## config.mk

```make
export PLATFORM = sky130hd
export DESIGN_NAME = ipru_ctrl
export DESIGN_NICKNAME = d
export VERILOG_FILES = /design/src/sv/ipru_pkg.sv /design/src/sv/ipru_ctrl.sv
export VERILOG_INCLUDE_DIRS = /design/src /design/src/sv
export SDC_FILE = /design/constraint.sdc
export NUM_CORES = 1
export LEC_CHECK = 0
export ABC_AREA = 0
export BUFFER_PORTS_ARGS = -buffer_cell sky130_fd_sc_hd__clkbuf_2
export CAP_MARGIN = 0
export CORE_AREA = 4 4 119 121
export DETAILED_ROUTE_END_ITERATION = 8
export DIE_AREA = 0 0 123 125
export GPL_ROUTABILITY_DRIVEN = 0
export HOLD_SLACK_MARGIN = 0.08
export SKIP_CTS_REPAIR_TIMING = 1
export SYNTH_ARGS = -nofsm -noshare
export SYNTH_HDL_FRONTEND = slang
export SYNTH_SLANG_ARGS = --single-unit
export TNS_END_PERCENT = 5
```

## constraint.sdc

```tcl
create_clock -name clk -period 4.2 [get_ports clk]
set_input_delay 0.63 -clock clk [delete_from_list [all_inputs] [get_ports clk]]
set_output_delay 0.63 -clock clk [all_outputs]
set_load 0.03 [all_outputs]
```

## src/sv/integer_pixel_replication_upscaler_unit_macros.svh

```systemverilog
// Assertion macros shared by the upscaler modules.
// Each macro expects signals named clk and rst_n in the enclosing module.
`ifndef INTEGER_PIXEL_REPLICATION_UPSCALER_UNIT_MACROS_SVH
`define INTEGER_PIXEL_REPLICATION_UPSCALER_UNIT_MACROS_SVH

// Consequent must hold in the same cycle as the antecedent.
`define IPRU_ASSERT_IMPL(label, ante, cons, msg) \
    label: assert property (@(posedge clk) disable iff (!rst_n) (ante) |-> (cons)) \
        else $error(msg);

// Consequent must hold in the cycle after the antecedent.
`define IPRU_ASSERT_NEXT(label, ante, cons, msg) \
    label: assert property (@(posedge clk) disable iff (!rst_n) (ante) |=> (cons)) \
        else $error(msg);

`endif

```

## src/sv/ipru_pkg.sv

```systemverilog
package ipru_pkg;

    localparam int CHAN_W   = 8;
    localparam int PIX_W    = 3 * CHAN_W;
    localparam int SCALE_W  = 7;
    localparam int SWIDTH_W = 11;
    localparam int PAD_W    = 2;
    localparam int REG_IDX_W = 1;

    localparam logic [SCALE_W-1:0] SCALE_MIN = 7'd1;
    localparam logic [SCALE_W-1:0] SCALE_MAX = 7'd100;

    // Item actions
    localparam logic ACT_PUSH    = 1'b0;
    localparam logic ACT_ADVANCE = 1'b1;

    // Register indexes
    localparam logic [REG_IDX_W-1:0] REG_SCALE = 1'd0;
    localparam logic [REG_IDX_W-1:0] REG_WIDTH = 1'd1;

    // Result status codes
    localparam logic STAT_OK     = 1'b0;
    localparam logic STAT_REJECT = 1'b1;

    // Per-item control passed from the sequencer to the output pipeline.
    typedef struct packed {
        logic               reject;
        logic               from_ram;
        logic               row_end;
        logic [PAD_W-1:0]   pad;
        logic [SCALE_W-1:0] rep_count;
    } item_ctl_t;

endpackage

```

## src/sv/ipru_ctrl.sv

```systemverilog
`include "integer_pixel_replication_upscaler_unit_macros.svh"

module ipru_ctrl #(
    parameter int MAX_WIDTH = 1024
) (
    input  logic                                            clk,
    input  logic                                            rst_n,
    input  logic                                            accept,
    input  logic                                            action,
    input  logic                                            wr_en,
    input  logic [ipru_pkg::REG_IDX_W-1:0]                  wr_index,
    input  logic [ipru_pkg::SWIDTH_W-1:0]                   wr_data,
    output ipru_pkg::item_ctl_t                             ctl,
    output logic                                            mem_we,
    output logic                                            mem_re,
    output logic [((MAX_WIDTH > 1) ? $clog2(MAX_WIDTH) : 1)-1:0] mem_addr
);

    localparam int ADDR_W   = (MAX_WIDTH > 1) ? $clog2(MAX_WIDTH) : 1;
    localparam int LAST_MAX = MAX_WIDTH - 1;

    logic [ipru_pkg::SCALE_W-1:0] scale_reg, scale_next;
    logic [ADDR_W-1:0]            last_reg, last_next;
    logic [ADDR_W-1:0]            fill_reg, fill_next;
    logic [ADDR_W-1:0]            replay_reg, replay_next;
    logic [ipru_pkg::SCALE_W-1:0] left_reg, left_next;
    logic                         replaying_reg, replaying_next;

    logic [31:0]                  wdata32;
    logic [ipru_pkg::SCALE_W-1:0] sdata;
    logic [ipru_pkg::SCALE_W-1:0] left_dec;
    logic [ADDR_W:0]              wcount;
    logic [3:0]                   pad_prod;
    logic [ADDR_W-1:0]            col;
    logic                         row_end;
    logic                         reject;
    logic                         take;

    // Configuration is stored already clamped: scale in 1..100 and the width as
    // the index of the last column.
    always_comb
    begin
        wdata32    = 32'(wr_data);
        sdata      = wr_data[ipru_pkg::SCALE_W-1:0];
        scale_next = scale_reg;
        last_next  = last_reg;
        if (wr_en)
        begin
            case (wr_index)
                ipru_pkg::REG_SCALE:
                begin
                    if (sdata == '0)
                        scale_next = ipru_pkg::SCALE_MIN;
                    else if (sdata > ipru_pkg::SCALE_MAX)
                        scale_next = ipru_pkg::SCALE_MAX;
                    else
                        scale_next = sdata;
                end
                ipru_pkg::REG_WIDTH:
                begin
                    if (wdata32 == 32'd0)
                        last_next = '0;
                    else if (wdata32 > 32'(MAX_WIDTH))
                        last_next = ADDR_W'(LAST_MAX);
                    else
                        last_next = ADDR_W'(wdata32 - 32'd1);
                end
                default:
                begin
                end
            endcase
        end
    end

    // A row of width*scale*3 bytes needs (width*scale) mod 4 pad bytes.
    always_comb
    begin
        wcount   = {1'b0, last_reg} + {{ADDR_W{1'b0}}, 1'b1};
        pad_prod = {2'b00, wcount[1:0]} * {2'b00, scale_reg[1:0]};
        reject   = ((action == ipru_pkg::ACT_PUSH) == replaying_reg);
        col      = (action == ipru_pkg::ACT_PUSH) ? fill_reg : replay_reg;
        row_end  = (col >= last_reg);
        take     = accept && !reject;
    end

    always_comb
    begin
        ctl.reject    = reject;
        ctl.from_ram  = (action == ipru_pkg::ACT_ADVANCE);
        ctl.row_end   = row_end;
        ctl.pad       = row_end ? pad_prod[1:0] : '0;
        ctl.rep_count = scale_reg;
        mem_we        = take && (action == ipru_pkg::ACT_PUSH);
        mem_re        = take && (action == ipru_pkg::ACT_ADVANCE);
        mem_addr      = col;
    end

    always_comb
    begin
        fill_next      = fill_reg;
        replay_next    = replay_reg;
        left_next      = left_reg;
        replaying_next = replaying_reg;
        left_dec       = (left_reg != '0) ? left_reg - 7'd1 : left_reg;
        if (take)
        begin
            if (action == ipru_pkg::ACT_PUSH)
            begin
                if (row_end)
                begin
                    fill_next      = '0;
                    replay_next    = '0;
                    left_next      = scale_reg - 7'd1;
                    replaying_next = (scale_reg != ipru_pkg::SCALE_MIN);
                end
                else
                begin
                    fill_next = col + ADDR_W'(1);
                end
            end
            else
            begin
                if (row_end)
                begin
                    replay_next = '0;
                    left_next   = left_dec;
                    if (left_dec == '0)
                        replaying_next = 1'b0;
                end
                else
                begin
                    replay_next = col + ADDR_W'(1);
                end
            end
        end
    end

    always_ff @(posedge clk or negedge rst_n)
    begin
        if (!rst_n)
        begin
            scale_reg     <= ipru_pkg::SCALE_MIN;
            last_reg      <= '0;
            fill_reg      <= '0;
            replay_reg    <= '0;
            left_reg      <= '0;
            replaying_reg <= 1'b0;
        end
        else
        begin
            scale_reg     <= scale_next;
            last_reg      <= last_next;
            fill_reg      <= fill_next;
            replay_reg    <= replay_next;
            left_reg      <= left_next;
            replaying_reg <= replaying_next;
        end
    end

    `IPRU_ASSERT_IMPL(a_replay_has_passes, replaying_reg, left_reg != '0, "replay mode with no passes left")
    `IPRU_ASSERT_NEXT(a_reject_keeps_state, accept && reject && !wr_en, $stable(fill_reg) && $stable(replay_reg) && $stable(replaying_reg), "rejected word changed state")
    `IPRU_ASSERT_NEXT(a_unit_scale_no_replay, take && !action && row_end && scale_reg == ipru_pkg::SCALE_MIN, !replaying_reg, "unit scale entered replay")

endmodule

```

==> results by group, run 1 <==
Clock network
  – Num CTS Buffers: 5
  – Total number of H-tree levels: 2
  – Sinks on Clock Net: 45
  – Worst-case clock buffer depth: 2
  – CTS root buffer: clkbuf_16
  – CTS tree: done
  – Worst skew pair latency: 280 ps
  – Clock transition at path regs: 60 ps

Yosys
  – Compound-Gate Fraction of Synth Area: 0.195
  – Synth async-reset ratio: 1.00
  – Multiplexer area fraction after synthesis: 0.0513
  – Xor/xnor share of the synthesized area: 0.0566
  – Yosys warns: 0
  – Syn_area_per_cell: 8.82 sq um
  – Main synth FF type: dfrtp_1
  – EDFF count, synth: 0
  – Syn Inst Count: 348
  – Adder and majority cell fraction of the synthesized area: 0.0652
  – Syn Std Cell Area: 3070 sq um
  – Post-Synth Simple-Gate Area: 0.190
  – Largest family of logic cells by synthesized area: compound AO/OA/AOI/OAI gates
  – Register area share after synthesis: 0.367
  – Distinct cell type count after synthesis: 52
  – Syn_nets: 381
  – Seq cells post-synth: 45

Routing
  – Met1 wire length: 3770 um
  – Routed via count: 2610
  – Drt wl/cell: 14.0 um
  – Detail Route Antenna Nets: 0
  – Vias per inst: 4.67
  – Final wirelength: 7850 um
  – Pre-antenna DRT Iters: 4
  – DR top layer: met4
  – Residual DRC: 0
  – Detailed Route Iter0 Violations: 158
  – Wire length on met2: 3690 um
  – Met3 wire length: 316 um

Worst setup path
  – Worst setup SP type: input port
  – Largest stage delay, worst path: 370 ps
  – Reg2Reg Depth: 9
  – Crit path buf inv count: 6
  – Worst Path Max Fanout: 26
  – Crit path DAT: 3050 ps
  – Top Family by Delay on Critical Path: buffers and inverters
  – Slowest-stage cell, CP: mux2i_1
  – CP Cell Sequence: clkbuf_2, buf_4, mux2i_1, inv_1, ha_1, nand3_1, a211oi_1, or3_4, nor2_2, buf_4, inv_1, clkbuf_2
  – Worst setup EP type: output pin
  – Setup CP Type: in2out
  – Critical path depth: 12
  – Worst Path Required: 3570 ps

Flow run
  – Max Cap Viol: 0

Global route
  – Tot GR Track Use: 0.106
  – Global-route wire length before repair: 13300 um
  – Vias in the first global route: 2525
  – Initial antenna violation count: 0
  – Total gr overflow: 0
  – Maximum number of pins on one net before global-route repair: 46

Power and ir drop
  – VDD IR-drop max: 0.000134 V
  – Leak pwr: 1.67 nW
  – PwrDens: 341 nW/um^2

Timing
  – Total negative setup slack: 0 ps
  – Slew headroom: 0.240
  – Slew @ Worst Pin: 1140 ps
  – Setup violators final: 0
  – Final Skew: 4.50 ps
  – Worst hold margin: 477 ps
  – Min Tclk post-route: 3680 ps
  – Final worst slack: 524 ps
  – RSZ-0062 raised after global routing: false
  – Fin. max-slew vios: 0
  – Period utilization: 0.875
  – Peak Freq: 272 MHz
  – Final Hold Viols: 0

Final layout
  – Area grow syn2layout: 16.7%
  – Most common cell after layout, fill and taps aside: nand2_1
  – Most frequent cells in the layout: 50 x nand2_1, 44 x dfrtp_1, 40 x clkbuf_2, 32 x inv_1, 21 x nand3_1
  – Final Non-Filler Cells: 559
  – Final nets: 415
  – Share of cells above drive strength 1: 0.188
  – # diodes: 0

Die
  – Row cnt: 42
  – Num ports: 41
  – Initial Util: 0.235
  – Core Area: 13100 sq um
  – Die H: 125 um
  – Die ar.: 15400 sq um
  – Die width: 123 um

Placed design
  – Setup WS pre-CTS: 523 ps
  – HPWL Detailed: 6160 um
  – Placed Cells incl. Taps: 551
  – PortBufs: 40

Min path
  – Hold path cells: 2
  – Worst Hold Class: reg2reg

Run status
  – Status: complete, no violations
==> cell usage after synthesis, types with 2 or more instances <==
cell type  number  area (sq um)
a211oi_1        3          22.5
a211oi_2        3          37.5
a21oi_1         9          45.0
a221o_1         3          30.0
a22o_1         10          87.6
a31oi_1         2          12.5
a41oi_1         2          17.5
buf_4           7          52.6
buf_6           2          22.5
clkbuf_1        8          30.0
dfrtp_1        44          1100
ha_1           16           200
inv_1          32           120
mux2_2          6          67.6
mux2i_1         9          90.1
nand2_1        50           188
nand2b_1        6          37.5
nand3_1        21           105
nand3b_1        3          22.5
nand4_1         3          18.8
nor2_1         14          52.6
nor3_1         12          60.1
nor4_1          3          18.8
o211a_1         2          20.0
o21ai_0        16          80.1
o21ai_1        10          50.1
o22ai_1         4          25.0
o31ai_1         5          37.5
o32ai_2         2          32.5
or3_1           3          18.8
xnor2_1        13           114
xor2_1          5          43.8
==> cell families (layout without fill, tap and decap cells) <==
group / count (synthesis) / count (layout)
DFF: 45 / 45
buffers and inverters: 50 / 85
AOI/OAI and AO/OA: 80 / 80
xor gates and xnor gates: 19 / 19
adders and majority gates: 16 / 16
muxes: 15 / 15
and+or+nand+nor: 123 / 123
==> final cells by class <==
type | count | area [sq um]
fill | 1400 | 9500
multi-input combinational | 253 | 1710
sequential | 45 | 1130
timing repair buffer | 45 | 238
tap | 176 | 220
clock buffer | 6 | 129
inverter | 32 | 120
clock inverter | 2 | 35.0
==> worst min-delay path, delay by kind of cell, from the launching register on <==
| kind | cells | cell delay, ps |
|---|---|---|
| flip-flops | 1 | 350 |
| AND/OR/NAND/NOR | 2 | 100 |
==> through the flow <==
step | util | cell area, sq um | total power [mW]
2_1_floorplan | - | 3070 | 0.702
3_3_place_gp | 0.261 | 3420 | 0.783
3_5_place_dp | 0.261 | 3420 | 0.790
4_1_cts | 0.274 | 3580 | 1.23
5_1_grt | 0.274 | 3580 | 1.30
6_report | 0.274 | 3580 | 1.22
==> per-layer routing <==
layer,track usage,vias to the layer above
met5,0,-
met4,0.0228,0
met3,0.0203,5
met2,0.167,69
met1,0.153,1238
li1,-,1298
==> power by group <==
part	switching, mW	leakage, nW	internal, mW
combinational	0.165	1.02	0.0988
clock	0.162	0.0808	0.280
sequential	0.0440	0.569	0.473
==> worst paths after layout <==
path | startpoint | slack (ps) | to
min in group asynchronous | rst_n | 570 | left_reg[4]
max in group asynchronous | rst_n | 2940 | replay_reg[3]
worst min register to register | last_reg[7] | 480 | last_reg[7]
worst min-delay path | last_reg[7] | 480 | last_reg[7]
worst max register to register | replay_reg[4] | 1260 | left_reg[2]
worst max-delay path | action | 520 | ctl[9]
No activity file was read; power rests on OpenSTA's default activity.
==> inputs of run 2 (changes only) <==
--- a/config.mk
+++ b/config.mk
@@ -14,6 +14,7 @@
 export DIE_AREA = 0 0 123 125
 export GPL_ROUTABILITY_DRIVEN = 0
 export HOLD_SLACK_MARGIN = 0.08
+export RECOVER_POWER = 100
 export SKIP_CTS_REPAIR_TIMING = 1
 export SYNTH_ARGS = -nofsm -noshare
 export SYNTH_HDL_FRONTEND = slang
==> run 2 against run 1 <==
  * The flow now finishes with violations (capacitance limit, slew limit)
  * Critical path depth down 2
  * Count of clock-buffer cells in the layout unchanged
  * Non-clock buffer count unchanged
  * Power down 0.72%
  * First-iteration DRC count is 3.8% lower
  * Cell count unchanged
  * Maximum frequency is 2.5% lower
  * Critical endpoint is now ctl[8]
  * Largest power group unchanged
==> results by group, run 2 (same netlist as run 1, synthesis figures left out) <==
Run status
  – Status: finished, violations left
  – Failing checks: capacitance limit, slew limit

Final layout
  – Finished Cell Area: 3540 sq um
  – Final nets: 415
  – Share of cells above drive strength 1: 0.117
  – Final Non-Filler Cells: 559
  – Fillers: 1414
  – # diodes: 0
  – Most common cell after layout, fill and taps aside: nand2_1
  – Area grow syn2layout: 15.2%
  – Most frequent cells in the layout: 50 x nand2_1, 44 x dfrtp_1, 32 x inv_1, 23 x o21ai_0, 22 x clkbuf_1

Timing
  – Peak Freq: 265 MHz
  – Setup violators final: 0
  – Fin. max-slew vios: 46
  – RSZ-0062 raised after global routing: false
  – Final Skew: 4.73 ps
  – Final worst slack: 430 ps
  – Total negative setup slack: 0 ps
  – Final Hold Viols: 0
  – Period utilization: 0.898
  – Slew headroom: -0.595
  – Min Tclk post-route: 3770 ps
  – Slew @ Worst Pin: 2390 ps
  – Worst hold margin: 478 ps

Placed design
  – Post-place instance area: 3420 sq um
  – HPWL Detailed: 6160 um
  – Placed Cells incl. Taps: 551
  – PortBufs: 40
  – Setup WS pre-CTS: 523 ps

Worst setup path
  – Reg2Reg Depth: 9
  – Worst Path Max Fanout: 26
  – Worst setup EP type: output pin
  – Crit path DAT: 3140 ps
  – Setup CP Type: in2out
  – Worst setup SP type: input port
  – Worst Path Required: 3570 ps

Routing
  – Detail Route Antenna Nets: 0
  – Final wirelength: 7920 um
  – Detailed Route Iter0 Violations: 152
  – Residual DRC: 0
  – Routed via count: 2613
  – Pre-antenna DRT Iters: 4
  – Drt wl/cell: 14.2 um
  – Vias per inst: 4.67

Global route
  – Tot GR Track Use: 0.106
  – Total gr overflow: 0
  – Initial antenna violation count: 0
  – Vias in the first global route: 2525
  – Global-route wire length before repair: 13300 um
  – Maximum number of pins on one net before global-route repair: 46

Min path
  – Hold path cells: 2
  – Worst Hold Class: reg2reg

Clock network
  – Sinks on Clock Net: 45
  – Num CTS Buffers: 5
  – Worst skew pair latency: 280 ps
  – Clock transition at path regs: 60 ps
  – Worst-case clock buffer depth: 2
  – CTS root buffer: clkbuf_16
  – Total number of H-tree levels: 2
  – CTS tree: done

Die
  – Core Area: 13100 sq um
  – Row cnt: 42
  – Die width: 123 um
  – Die ar.: 15400 sq um
  – Initial Util: 0.235
  – Die H: 125 um
  – Num ports: 41

Power and ir drop
  – PwrDens: 343 nW/um^2
  – Leak pwr: 1.60 nW
  – VDD IR-drop max: 0.000133 V

Flow run
  – Max Cap Viol: 1
-- run 2: cell count changes in the layout (fill, tap and decap cells not counted), moves of 3 or more --
| cell | change |
|---|---|
| clkbuf_2 | -20 |
| clkbuf_1 | +21 |
| o21ai_1 | -7 |
| o21ai_0 | +7 |
| mux2_2 | -3 |
| mux2_1 | +3 |
-- run 2: critical path: stages --
cell and delay, ps:
clkbuf_2 260, buf_4 350, mux2i_1 370, inv_1 110
ha_1 290, a41oi_1 90, a211oi_1 430, nor2_2 110
a21oi_1 180, clkbuf_1 340
-- run 2: final timing paths --
path | slack (ps) | to | startpoint
max | 430 | ctl[8] | action
min in group asynchronous | 1080 | left_reg[4] | rst_n
max in group asynchronous | 1770 | replay_reg[3] | rst_n
min reg2reg | 480 | fill_reg[3] | fill_reg[3]
min | 480 | fill_reg[3] | fill_reg[3]
max reg2reg | 840 | left_reg[2] | replay_reg[4]
-- run 2: power by group --
| group | internal [mW] | switching [mW] | leakage, nW | total (mW) |
|---|---|---|---|---|
| sequential | 0.473 | 0.0439 | 0.569 | 0.517 |
| combinational | 0.0938 | 0.163 | 0.955 | 0.257 |
| clock | 0.280 | 0.160 | 0.0808 | 0.440 |
-- run 2: routing by layer --
layer,global-route usage,part of all wire
met2,0.167,0.47
met4,0.0228,0.0099
met3,0.0203,0.049
met5,0,0
met1,0.153,0.47
-- run 2: area by class of cell --
type / instances / area (sq um) / share of cell area
multi-input combinational: 253 / 1700 / 0.479
sequential: 45 / 1130 / 0.319
tap: 176 / 220 / 0.0623
timing repair buffer: 45 / 209 / 0.0591
clock buffer: 6 / 129 / 0.0364
inverter: 32 / 120 / 0.0340
clock inverter: 2 / 35.0 / 0.00991
-- run 2: metrics by stage --
step,util,power [mW]
CTS,0.274,1.23
detailed placement,0.261,0.790
finish,0.270,1.21
floorplan,-,0.702
global route,0.270,1.29
global placement,0.261,0.783
